## src/rtl/tkr_pkg.sv

```systemverilog
`timescale 1ns / 1ps

package tkr_pkg;

   // Field widths
   localparam int OP_W    = 3;
   localparam int ID_W    = 32;
   localparam int RANK_W  = 32;
   localparam int TOTAL_W = 48;
   localparam int K_W     = 4;

   // k_in_use value after reset
   localparam logic [K_W-1:0] DEFAULT_K = 4'd5;

   // Input opcodes
   typedef enum logic [OP_W-1:0] {
      OP_INSERT_VERTEX = 3'd0,
      OP_MERGE_ENTRY   = 3'd1,
      OP_MERGE_TOTAL   = 3'd2,
      OP_REPORT        = 3'd3,
      OP_CLEAR         = 3'd4
   } opcode_type;

   // Commands from the controller to the datapath
   typedef struct packed {
      logic add_entry;   // insert (id, rank) into the sorted table
      logic add_rank;    // add rank to the running total
      logic add_part;    // add partial total to the running total
      logic clear;       // empty table and zero total
      logic rpt_start;   // latch entry count for a report
      logic rpt_next;    // step to the next reported entry
      logic rpt_end;     // final result taken, empty the table
   } tkr_cmd_type;

endpackage

```

## src/rtl/tkr_ctrl.sv

```systemverilog
`timescale 1ns / 1ps

module tkr_ctrl (
   input  logic                       clock,
   input  logic                       reset,
   input  logic                       req_tvalid,
   output logic                       req_tready,
   input  logic [tkr_pkg::OP_W-1:0]   opcode,
   output logic                       rsp_tvalid,
   input  logic                       rsp_tready,
   input  logic                       rpt_last,
   output tkr_pkg::tkr_cmd_type       cmd
);

   typedef enum logic [1:0] {
      S_IDLE = 2'b01,
      S_EMIT = 2'b10
   } state_type;

   state_type state_ff, state_in;

   // Advance state
   always_ff @(posedge clock) begin
      if (reset) begin
         state_ff <= S_IDLE;
      end else begin
         state_ff <= state_in;
      end
   end

   // Decode transactions and sequence the report
   always_comb begin
      state_in   = state_ff;
      cmd        = '0;
      req_tready = 1'b0;
      rsp_tvalid = 1'b0;
      unique case (state_ff)
         S_IDLE: begin
            req_tready = 1'b1;
            if (req_tvalid) begin
               unique case (opcode)
                  tkr_pkg::OP_INSERT_VERTEX: begin
                     cmd.add_entry = 1'b1;
                     cmd.add_rank  = 1'b1;
                  end
                  tkr_pkg::OP_MERGE_ENTRY: begin
                     cmd.add_entry = 1'b1;
                  end
                  tkr_pkg::OP_MERGE_TOTAL: begin
                     cmd.add_part = 1'b1;
                  end
                  tkr_pkg::OP_REPORT: begin
                     cmd.rpt_start = 1'b1;
                     state_in      = S_EMIT;
                  end
                  tkr_pkg::OP_CLEAR: begin
                     cmd.clear = 1'b1;
                  end
                  default: begin
                     // unknown codes are dropped
                  end
               endcase
            end
         end
         S_EMIT: begin
            rsp_tvalid = 1'b1;
            if (rsp_tready) begin
               if (rpt_last) begin
                  cmd.rpt_end = 1'b1;
                  state_in    = S_IDLE;
               end else begin
                  cmd.rpt_next = 1'b1;
               end
            end
         end
         default: begin
            state_in = S_IDLE;
         end
      endcase
   end

endmodule

```

## src/rtl/tkr_datapath.sv

```systemverilog
`timescale 1ns / 1ps

module tkr_datapath #(
   parameter int MAX_K = 8
) (
   input  logic                          clock,
   input  logic                          reset,
   input  logic                          csr_wr_en,
   input  logic [tkr_pkg::K_W-1:0]       csr_wr_data,
   input  tkr_pkg::tkr_cmd_type          cmd,
   input  logic [tkr_pkg::ID_W-1:0]      node_id,
   input  logic [tkr_pkg::RANK_W-1:0]    rank_value,
   input  logic [tkr_pkg::TOTAL_W-1:0]   partial_total,
   output logic                          rpt_last,
   output logic [tkr_pkg::ID_W-1:0]      out_node_id,
   output logic [tkr_pkg::RANK_W-1:0]    out_rank,
   output logic [tkr_pkg::TOTAL_W-1:0]   running_total,
   output logic                          entry_valid
);

   localparam int CNT_W = $clog2(MAX_K + 1);
   localparam int IDX_W = (MAX_K > 1) ? $clog2(MAX_K) : 1;
   localparam int KX_W  = (CNT_W > tkr_pkg::K_W) ? CNT_W : tkr_pkg::K_W;

   // Table kept sorted best first: higher rank, then smaller id
   logic [tkr_pkg::RANK_W-1:0]  ent_rank_ff [MAX_K];
   logic [tkr_pkg::ID_W-1:0]    ent_id_ff   [MAX_K];
   logic [tkr_pkg::RANK_W-1:0]  ent_rank_in [MAX_K];
   logic [tkr_pkg::ID_W-1:0]    ent_id_in   [MAX_K];
   logic [MAX_K-1:0]            stay;
   logic [CNT_W-1:0]            count_ff, count_in;
   logic [CNT_W-1:0]            remain_ff, remain_in;
   logic [tkr_pkg::K_W-1:0]     k_ff;
   logic [tkr_pkg::TOTAL_W-1:0] sum_ff, sum_in;
   logic [tkr_pkg::TOTAL_W-1:0] addend;
   logic [tkr_pkg::TOTAL_W:0]   sum_wide;
   logic [CNT_W-1:0]            keff;
   logic [CNT_W:0]              cnt_inc;
   logic [CNT_W-1:0]            count_add;
   logic [CNT_W-1:0]            rd_pos;
   logic [IDX_W-1:0]            rd_idx;

   // Clamp k to the built depth
   always_comb begin
      if (KX_W'(k_ff) > KX_W'(MAX_K)) begin
         keff = CNT_W'(MAX_K);
      end else begin
         keff = CNT_W'(k_ff);
      end
      cnt_inc = {1'b0, count_ff} + (CNT_W + 1)'(1);
      if (cnt_inc > {1'b0, keff}) begin
         count_add = keff;
      end else begin
         count_add = cnt_inc[CNT_W-1:0];
      end
   end

   // Mark held entries that stay ahead of the new one, then shift the rest down
   always_comb begin
      for (int i = 0; i < MAX_K; i++) begin
         stay[i] = (i < int'(count_ff)) &&
                   !((rank_value > ent_rank_ff[i]) ||
                     ((rank_value == ent_rank_ff[i]) && (node_id < ent_id_ff[i])));
      end
      for (int j = 0; j < MAX_K; j++) begin
         if (stay[j]) begin
            ent_rank_in[j] = ent_rank_ff[j];
            ent_id_in[j]   = ent_id_ff[j];
         end else if (j == 0) begin
            ent_rank_in[j] = rank_value;
            ent_id_in[j]   = node_id;
         end else if (stay[(j > 0) ? j - 1 : 0]) begin
            ent_rank_in[j] = rank_value;
            ent_id_in[j]   = node_id;
         end else begin
            ent_rank_in[j] = ent_rank_ff[(j > 0) ? j - 1 : 0];
            ent_id_in[j]   = ent_id_ff[(j > 0) ? j - 1 : 0];
         end
      end
   end

   // Hold table entries
   always_ff @(posedge clock) begin
      if (cmd.add_entry) begin
         for (int j = 0; j < MAX_K; j++) begin
            ent_rank_ff[j] <= ent_rank_in[j];
            ent_id_ff[j]   <= ent_id_in[j];
         end
      end
   end

   // Saturating total
   always_comb begin
      addend   = cmd.add_rank ? tkr_pkg::TOTAL_W'(rank_value) : partial_total;
      sum_wide = {1'b0, sum_ff} + {1'b0, addend};
      sum_in   = sum_ff;
      if (cmd.clear) begin
         sum_in = '0;
      end else if (cmd.add_rank || cmd.add_part) begin
         sum_in = sum_wide[tkr_pkg::TOTAL_W] ? '1 : sum_wide[tkr_pkg::TOTAL_W-1:0];
      end
   end

   // Entry count and report position
   always_comb begin
      count_in  = count_ff;
      remain_in = remain_ff;
      if (cmd.clear || cmd.rpt_end) begin
         count_in = '0;
      end else if (cmd.add_entry) begin
         count_in = count_add;
      end
      if (cmd.rpt_start) begin
         remain_in = count_ff;
      end else if (cmd.rpt_next) begin
         remain_in = remain_ff - CNT_W'(1);
      end
   end

   always_ff @(posedge clock) begin
      if (reset) begin
         count_ff  <= '0;
         remain_ff <= '0;
         sum_ff    <= '0;
         k_ff      <= tkr_pkg::DEFAULT_K;
      end else begin
         count_ff  <= count_in;
         remain_ff <= remain_in;
         sum_ff    <= sum_in;
         if (csr_wr_en) begin
            k_ff <= csr_wr_data;
         end
      end
   end

   // Emit worst first: walk the sorted table from its tail
   always_comb begin
      rd_pos        = remain_ff - CNT_W'(1);
      rd_idx        = rd_pos[IDX_W-1:0];
      entry_valid   = (remain_ff != '0);
      rpt_last      = (remain_ff <= CNT_W'(1));
      running_total = sum_ff;
      if (entry_valid) begin
         out_node_id = ent_id_ff[rd_idx];
         out_rank    = ent_rank_ff[rd_idx];
      end else begin
         out_node_id = '0;
         out_rank    = '0;
      end
   end

endmodule

```

## src/rtl/top_k_rank_tracker.sv

```systemverilog
`timescale 1ns / 1ps

// Top-K rank tracker.
// Input stream req_*: one transaction per command; the opcode travels in
// req_tuser, the vertex id, Q16.16 rank and Q32.16 partial total in req_tdata.
// Insert, merge and clear transactions take effect in the cycle they are
// accepted, so they stream at one per cycle while no report is being returned.
// A report transaction returns the held entries on rsp_* from lowest to
// highest rank (larger id first among equal ranks), each carrying the running
// total; rsp_tlast marks the final one and rsp_tuser flags a real entry. An
// empty table yields one result with the flag low.
// The first result is offered the cycle after the report is accepted, then
// one result per cycle the receiver takes; a report of n entries (one result
// when empty) holds the block until its final result is taken, which also
// empties the table; the single read position walks the sorted register
// table. While results are pending req_tready stays low; a stalled receiver
// simply holds the current result.
// The csr_* port writes k_in_use (entries kept, clamped to MAX_K); write it
// only while idle.
// Reset (synchronous, active high) empties the table, zeroes the total and
// sets k_in_use to 5.
module top_k_rank_tracker #(
   parameter int MAX_K = 8
) (
   input  logic         clock,
   input  logic         reset,
   input  logic         req_tvalid,
   output logic         req_tready,
   input  logic [111:0] req_tdata,   // node_id[31:0], rank_value[63:32], partial_total[111:64]
   input  logic [2:0]   req_tuser,   // opcode[2:0]
   output logic         rsp_tvalid,
   input  logic         rsp_tready,
   output logic [111:0] rsp_tdata,   // out_node_id[31:0], out_rank[63:32], running_total[111:64]
   output logic [0:0]   rsp_tuser,   // entry_valid[0]
   output logic         rsp_tlast,
   input  logic         csr_wr_en,
   input  logic [3:0]   csr_wr_data
);

   tkr_pkg::tkr_cmd_type          cmd;
   logic                          rpt_last;
   logic [tkr_pkg::ID_W-1:0]      out_node_id;
   logic [tkr_pkg::RANK_W-1:0]    out_rank;
   logic [tkr_pkg::TOTAL_W-1:0]   running_total;
   logic                          entry_valid;

   tkr_ctrl u_ctrl (
      .clock      (clock),
      .reset      (reset),
      .req_tvalid (req_tvalid),
      .req_tready (req_tready),
      .opcode     (req_tuser),
      .rsp_tvalid (rsp_tvalid),
      .rsp_tready (rsp_tready),
      .rpt_last   (rpt_last),
      .cmd        (cmd)
   );

   tkr_datapath #(
      .MAX_K (MAX_K)
   ) u_datapath (
      .clock         (clock),
      .reset         (reset),
      .csr_wr_en     (csr_wr_en),
      .csr_wr_data   (csr_wr_data),
      .cmd           (cmd),
      .node_id       (req_tdata[31:0]),
      .rank_value    (req_tdata[63:32]),
      .partial_total (req_tdata[111:64]),
      .rpt_last      (rpt_last),
      .out_node_id   (out_node_id),
      .out_rank      (out_rank),
      .running_total (running_total),
      .entry_valid   (entry_valid)
   );

   // Pack the result
   assign rsp_tdata = {running_total, out_rank, out_node_id};
   assign rsp_tuser = entry_valid;
   assign rsp_tlast = rpt_last;

   // No new command while a report is being returned
   a_no_overlap: assert property (@(posedge clock) disable iff (reset)
      rsp_tvalid |-> !req_tready)
      else $error("input accepted during report");

   // Report ends after the final result is taken
   a_report_ends: assert property (@(posedge clock) disable iff (reset)
      (rsp_tvalid && rsp_tready && rsp_tlast) |=> !rsp_tvalid)
      else $error("result offered after final result");

   // An empty result is always the final one
   a_empty_last: assert property (@(posedge clock) disable iff (reset)
      (rsp_tvalid && !rsp_tuser[0]) |-> rsp_tlast)
      else $error("empty result not marked last");

   // Report begins the cycle after its command is accepted
   a_report_start: assert property (@(posedge clock) disable iff (reset)
      (req_tvalid && req_tready && (req_tuser == tkr_pkg::OP_REPORT)) |=> rsp_tvalid)
      else $error("report did not start");

endmodule
```

## config.mk

```make
export PLATFORM = sky130hd
export DESIGN_NAME = top_k_rank_tracker
export DESIGN_NICKNAME = d
export VERILOG_FILES = /design/src/rtl/tkr_pkg.sv /design/src/rtl/tkr_ctrl.sv /design/src/rtl/tkr_datapath.sv /design/src/rtl/top_k_rank_tracker.sv
export SDC_FILE = /design/constraint.sdc
export NUM_CORES = 2
export LEC_CHECK = 0
export BUFFER_PORTS_ARGS = -buffer_cell sky130_fd_sc_hd__buf_2
export CORE_UTILIZATION = 60
export CTS_CLUSTER_SIZE = 16
export DETAILED_ROUTE_END_ITERATION = 10
export PLACE_DENSITY = 0.83
export SYNTH_ARGS = -nofsm -noshare
export SYNTH_HDL_FRONTEND = slang
export SYNTH_SLANG_ARGS = --single-unit
```

## constraint.sdc

```tcl
create_clock -name clock -period 7.4 [get_ports clock]
set_input_delay 1.11 -clock clock [delete_from_list [all_inputs] [get_ports clock]]
set_output_delay 1.11 -clock clock [all_outputs]
set_load 0.01 [all_outputs]
```

Word level (Yosys, flattened, before mapping):

Memory sizes are Yosys's and may differ from the RTL's.
Cells that the tools add are included.
W data, S select, Z words.

* register bits: 62
* latch bits: 0
* RAM bits: 512
* ROM bits: 0
* input bits: 124
* output and inout port bits: 116
* logic and storage cells: 154
* memories: 2

Memory list
* u_datapath.ent_id_ff: depth 8, bits a word 32, rd ports 9, clocked after memory_dff 0, wr ports 8, RTL line tkr_datapath.sv:27 `logic [tkr_pkg::ID_W-1:0] ent_id_ff [MAX_K];`
* u_datapath.ent_rank_ff: depth 8, bits a word 32, rd ports 9, clocked after memory_dff 0, wr ports 8, RTL line tkr_datapath.sv:26 `logic [tkr_pkg::RANK_W-1:0] ent_rank_ff [MAX_K];`

* add/sub/neg operators: 3
* multiply operators: 0
* divide/modulo/power cells: 0
* magnitude comparators: 27
* equality and inequality tests: 18
* shift operators: 0
* muxes and demuxes: 58
* bitwise gates (word level): 0
* reduce and logical (&&, ||, !) cells: 41

Operators with widths (number)
* $mux W32: 32
* $eq A32 B32 Y1: 8
* $gt A32 B32 Y1: 8
* $lt A32 B32 Y1: 8
* $mux W48: 2
* $add A48 B48 Y49: 1
* $logic_and A1 B1 Y1: 16
* $lt A3 B4 Y1 const A: 4
* $mux W4: 4
* $mux W2: 6
* $mux W1: 11
* $logic_or A1 B1 Y1: 10
* $mux W5: 2
* $logic_not A1 Y1: 8
* $lt A1 B4 Y1 const A: 2
* $lt A2 B4 Y1 const A: 2
* $ne A2 B2 Y1 const B: 4
* $eq A3 B2 Y1 const B: 2
* $reduce_or A2 Y1: 3
* $add A4 B1 Y5 const B: 1
* $gt A5 B4 Y1: 1
* $gt A4 B4 Y1 const B: 1
* $le A4 B1 Y1 const B: 1
* $pmux W2 S2: 1
* 9 further kinds: 9

Depth between registers and ports, before layout:

* word-level depth: 8
* depth in mapped cells: 22
* depth with buffers taken out: 18

Cells and area by module:

A second synthesis with hierarchy kept.

* cell total of the unflattened synthesis: 4066
* area, all modules: 43889.6 um^2

Modules (own cells, without submodules)
* tkr_datapath: instances 1, cells each 4047, area each 43724.4 um^2, sequential area each 16575.9 um^2
* tkr_ctrl: instances 1, cells each 19, area each 165.2 um^2, sequential area each 40.0 um^2

Worst setup path before layout:

OpenSTA, ideal clock, no wires.

* kind: in2reg
* start: input req_tdata[1]
* end: memory u_datapath.ent_id_ff[5][0] (netlist name) (enable)
* library setup time: 493 ps
* arrival time: 5802 ps
* required time: 6907 ps
* slack: 1105 ps
* cell stages on the path: 12
* path buffers: 2
* path through: ha_1 -> a21o_1 -> a21o_1 -> a21oi_1 -> o211ai_1 -> a31o_1 -> a41oi_1 -> nor4_1 -> o21ai_1 -> buf_2 -> buf_2 -> nor2b_1

RTL lines
* start: declaration: RTL line top_k_rank_tracker.sv:29 `input logic [111:0] req_tdata,`
* end: declaration: RTL line tkr_datapath.sv:27

Worst setup path after layout:

* start: register u_ctrl.state_ff[0]
* end: register u_datapath.sum_ff, in the netlist u_datapath.running_total[44]

* longest elaborated chain between the ends: 5
* elaborated cells on any way between the ends: 7
* those cells by class: 1 x add/sub; 1 x eq/ne; 3 x mux; 2 x reduce/logical

Ends and longest elaborated chain
* start: declaration: RTL line tkr_ctrl.sv:20 `state_type state_ff, state_in;`
* start signal: assignment: RTL line tkr_ctrl.sv:27 `state_ff <= state_in;`
* $eq A2 B1 Y1 (*): RTL line tkr_ctrl.sv:37 `unique case (state_ff)`
* $mux W5 (*): RTL line tkr_ctrl.sv:37
* $mux W48: RTL line tkr_datapath.sv:94 `addend = cmd.add_rank ? tkr_pkg::TOTAL_W'(rank_value) : partial_total;`
* $add A48 B48 Y49: RTL line tkr_datapath.sv:95 `sum_wide = {1'b0, sum_ff} + {1'b0, addend};`
* $mux W48: RTL line tkr_datapath.sv:100 `sum_in = sum_wide[tkr_pkg::TOTAL_W] ? '1 : sum_wide[tkr_pkg::TOTAL_W-1:0];`
* end signal: assignment: RTL line tkr_datapath.sv:129 `sum_ff <= sum_in;`
* end: declaration: RTL line tkr_datapath.sv:34 `logic [tkr_pkg::TOTAL_W-1:0] sum_ff, sum_in;`

Every way passes the cells marked *; elsewhere a longest branch is shown, timed or not.
A chain may end at the register's enable or synchronous reset.

==> results.toml <==
[grt]
grt_antenna_before_repair = 6
grt_pass1_vias = 33891
grt_use_total = 0.338
grt_pass1_wl_mm = 192
overflow = 0
grt_max_degree = 65

[detailed_routing]
drt_iter0_markers = 3538
wl_mm = 125
vias = 33255
ant_nets = 0
drt-pass1-iter-count = 6
vias_per_cell = 6.55
drc_errors = 0
wl_per_cell_um = 24.6

[critical_path]
start_kind = "register"
r2r_end = "u_datapath.running_total[44]$_SDFFE_PP0P_"
worstSetupPathType = "reg2reg"
rrSetupSlack_ns = 1.16
worstSetupEndpointType = "register"
r2r_start = "u_ctrl.state_ff[0]$_SDFFE_PP1P_"
crit_arrival_ns = 6.75
required_ns = 7.90
critPathMaxFanout = 26
reg2regPathDepth = 19

[placed_design]
hpwl_mm = 87.5
gp_congestion = 0.924
numPortBuffers = 239
dp_cells = 4948
place_ws_ns = 1.05

[layout]
regArea_mm2 = 0.0166
nets = 4756
layout.cells.non_filler = 5079
syn2layout_area_growth_pct = 10.2
multi_input_area_mm2 = 0.0243
drive_above_1_share = 0.243
fillers = 5051

[clocking]
cts_max_path_buffers = 3
hold_buffers = 0
clkSlewWorstSetupHoldPaths_ns = 0.06
numClockSinks = 574
post-cts-setup-buffer-count = 0
cts_htree_levels = 3
cts_resized = 0
clk-insertion-delay-late_ns = 0.63
cts_buffers = 68
cts_tree = "built"
root_buffer = "clkbuf_16"

[yosys]
synth.area.top_cells = "edfxtp_1, ha_1, mux2_2, mux4_2, inv_1"
yosysTopAreaCellShare = 0.354
ys.warnings.count = 0
synth.avg_cell_area_um2 = 11.2
synth_top_area_cell = "edfxtp_1"
syn_nets = 4546
synth-seq-cells = 574
synth_common_cells = "ha_1, inv_1, edfxtp_1"
synth_enable_flop_cells = 512
seq_area_frac_synth = 0.383
synth_top_flop_cell = "edfxtp_1"
syn_inst = 3858
async_flop_share = 0
yosysMostFrequentCell = "ha_1"
ys_types = 70
netlist_area_mm2 = 0.0434

[timing]
worst_slew_pin_slew_ns = 1.19
period_share = 0.844
rsz0062_at_grt = "false"
clock_skew_ns = 0.0319
slew_headroom = 0.193
final.min_clock_period_ns = 6.24
hold_viol_final = 0
holdWs_ns = 0.568
slew_viol_final = 0
max_freq_mhz = 160
final.setup.worst_slack_ns = 1.16
setup_viol = 0
tns_ns = 0

[flow_run]
drv_cap = 0

[floorplanning]
coreArea_mm2 = 0.0715
die_h_um = 271
start_util = 0.607
ios = 240
die_width_um = 271
row_count = 98
die_area_mm2 = 0.0734

[min_path]
worstHoldEndpoint = "u_datapath.running_total[14]$_SDFFE_PP0P_"
min_from = "u_datapath.running_total[14]$_SDFFE_PP0P_"
hold_class = "reg2reg"
hold_depth = 2

[pwr]
leakagePower_nw = 21.3
ir_worst_vdd_mv = 0.156
p_per_area_mw_per_mm2 = 178

[status]
status = "complete, no violations"
[how the worst max path moves through the flow]
| stage | startpoint | cells past startpoint | to |
|---|---|---|---|
| after global placement | req_tvalid | 18 | u_datapath.running_total[44]$_SDFFE_PP0P_ |
| after detailed placement | req_tvalid | 19 | u_datapath.running_total[44]$_SDFFE_PP0P_ |
| after CTS | u_ctrl.state_ff[0]$_SDFFE_PP1P_ | 19 | u_datapath.running_total[44]$_SDFFE_PP0P_ |
| after global routing | u_ctrl.state_ff[0]$_SDFFE_PP1P_ | 19 | u_datapath.running_total[44]$_SDFFE_PP0P_ |
| after floorplan | req_tdata[1] | 12 | u_datapath.ent_id_ff[5][0]$_DFFE_PP_ |
| final | u_ctrl.state_ff[0]$_SDFFE_PP1P_ | 19 | u_datapath.running_total[44]$_SDFFE_PP0P_ |
[cell usage in the layout (no fill, tap or decap), types with 62 or more instances in the layout]
| cell | instances |
|---|---|
| edfxtp_1 | 512 |
| inv_1 | 523 |
| a21oi_1 | 305 |
| mux4_2 | 128 |
| buf_2 | 239 |
| nand4_1 | 99 |
| o21ai_0 | 150 |
| a21o_1 | 196 |
| clkbuf_16 | 72 |
| nor2b_1 | 62 |
| nand2_1 | 217 |
| mux2_4 | 98 |
| nor2_1 | 74 |
| mux2_2 | 359 |
| ha_1 | 562 |
[layer usage]
layer  GRT usage  share of wire  wire length [um]  up-vias
met2       0.549           0.47             58300     1775
li1            -              -                 -    14747
met4       0.192          0.057              7100        0
met1       0.423           0.39             48500    16292
met3      0.0618          0.088             11000      441
met5           0              0                 0        -
[power breakdown]
| group | leakage, nW | total [mW] | switching, mW | internal [mW] |
|---|---|---|---|---|
| logic | 15.1 | 1.39 | 0.817 | 0.577 |
| clock network | 1.08 | 3.36 | 1.43 | 1.94 |
| registers | 5.20 | 3.74 | 0.0873 | 3.65 |
| total | 21.3 | 8.50 | 2.33 | 6.17 |
[state kept, by name, indices dropped and copies added (netlist names)]
signal and cells:
u_datapath.running_total 48, u_datapath.ent_rank_ff 256, u_datapath.count_ff 4, u_datapath.remain_ff 4, u_datapath.k_ff 4, u_datapath.ent_id_ff 256
u_ctrl.state_ff 2
[critical path, cell delays in order (launching register included)]
cell and delay, ns:
dfxtp_1 0.32, nor2b_1 0.64, nand2_1 0.22, or3_1 0.36
buf_4 0.26, nor2_4 0.58, buf_4 0.33, mux2_2 0.38
ha_1 0.29, a21oi_1 0.28, a21o_1 0.16, a211o_1 0.14
nand2b_1 0.07, a21oi_1 0.31, o21ai_1 0.13, a31oi_2 0.40
o31a_1 0.55, buf_4 0.36, a31oi_1 0.12, and3_1 0.19
[layout make-up]
cell class                      instances  share of cell area
Antenna cell                            6            0.000314
Multi-Input combinational cell       2623               0.508
Timing Repair Buffer                  278              0.0319
Clock buffer                           91              0.0400
Inverter                              523              0.0411
Sequential cell                       574               0.348
Tap cell                              950              0.0249
Clock inverter                         34             0.00591
[metrics by stage]
step / area, um2 / total power [mW] / util
after floorplan: 43400 / 4.68 / -
after global placement: 45600 / 5.10 / 0.638
after detailed placement: 45600 / 5.15 / 0.638
after CTS: 47800 / 8.48 / 0.669
after global routing: 47800 / 8.75 / 0.669
final: 47800 / 8.50 / 0.669
[cell families after synthesis]
| logic type | share of synthesized area |
|---|---|
| simple gates | 0.0703 |
| compound gates | 0.113 |
| fa+ha+maj | 0.163 |
| flops | 0.383 |
| mux | 0.200 |
| buf+inv | 0.0620 |
| xor+xnor | 0.00929 |
Power figures use the tool's default switching activity.
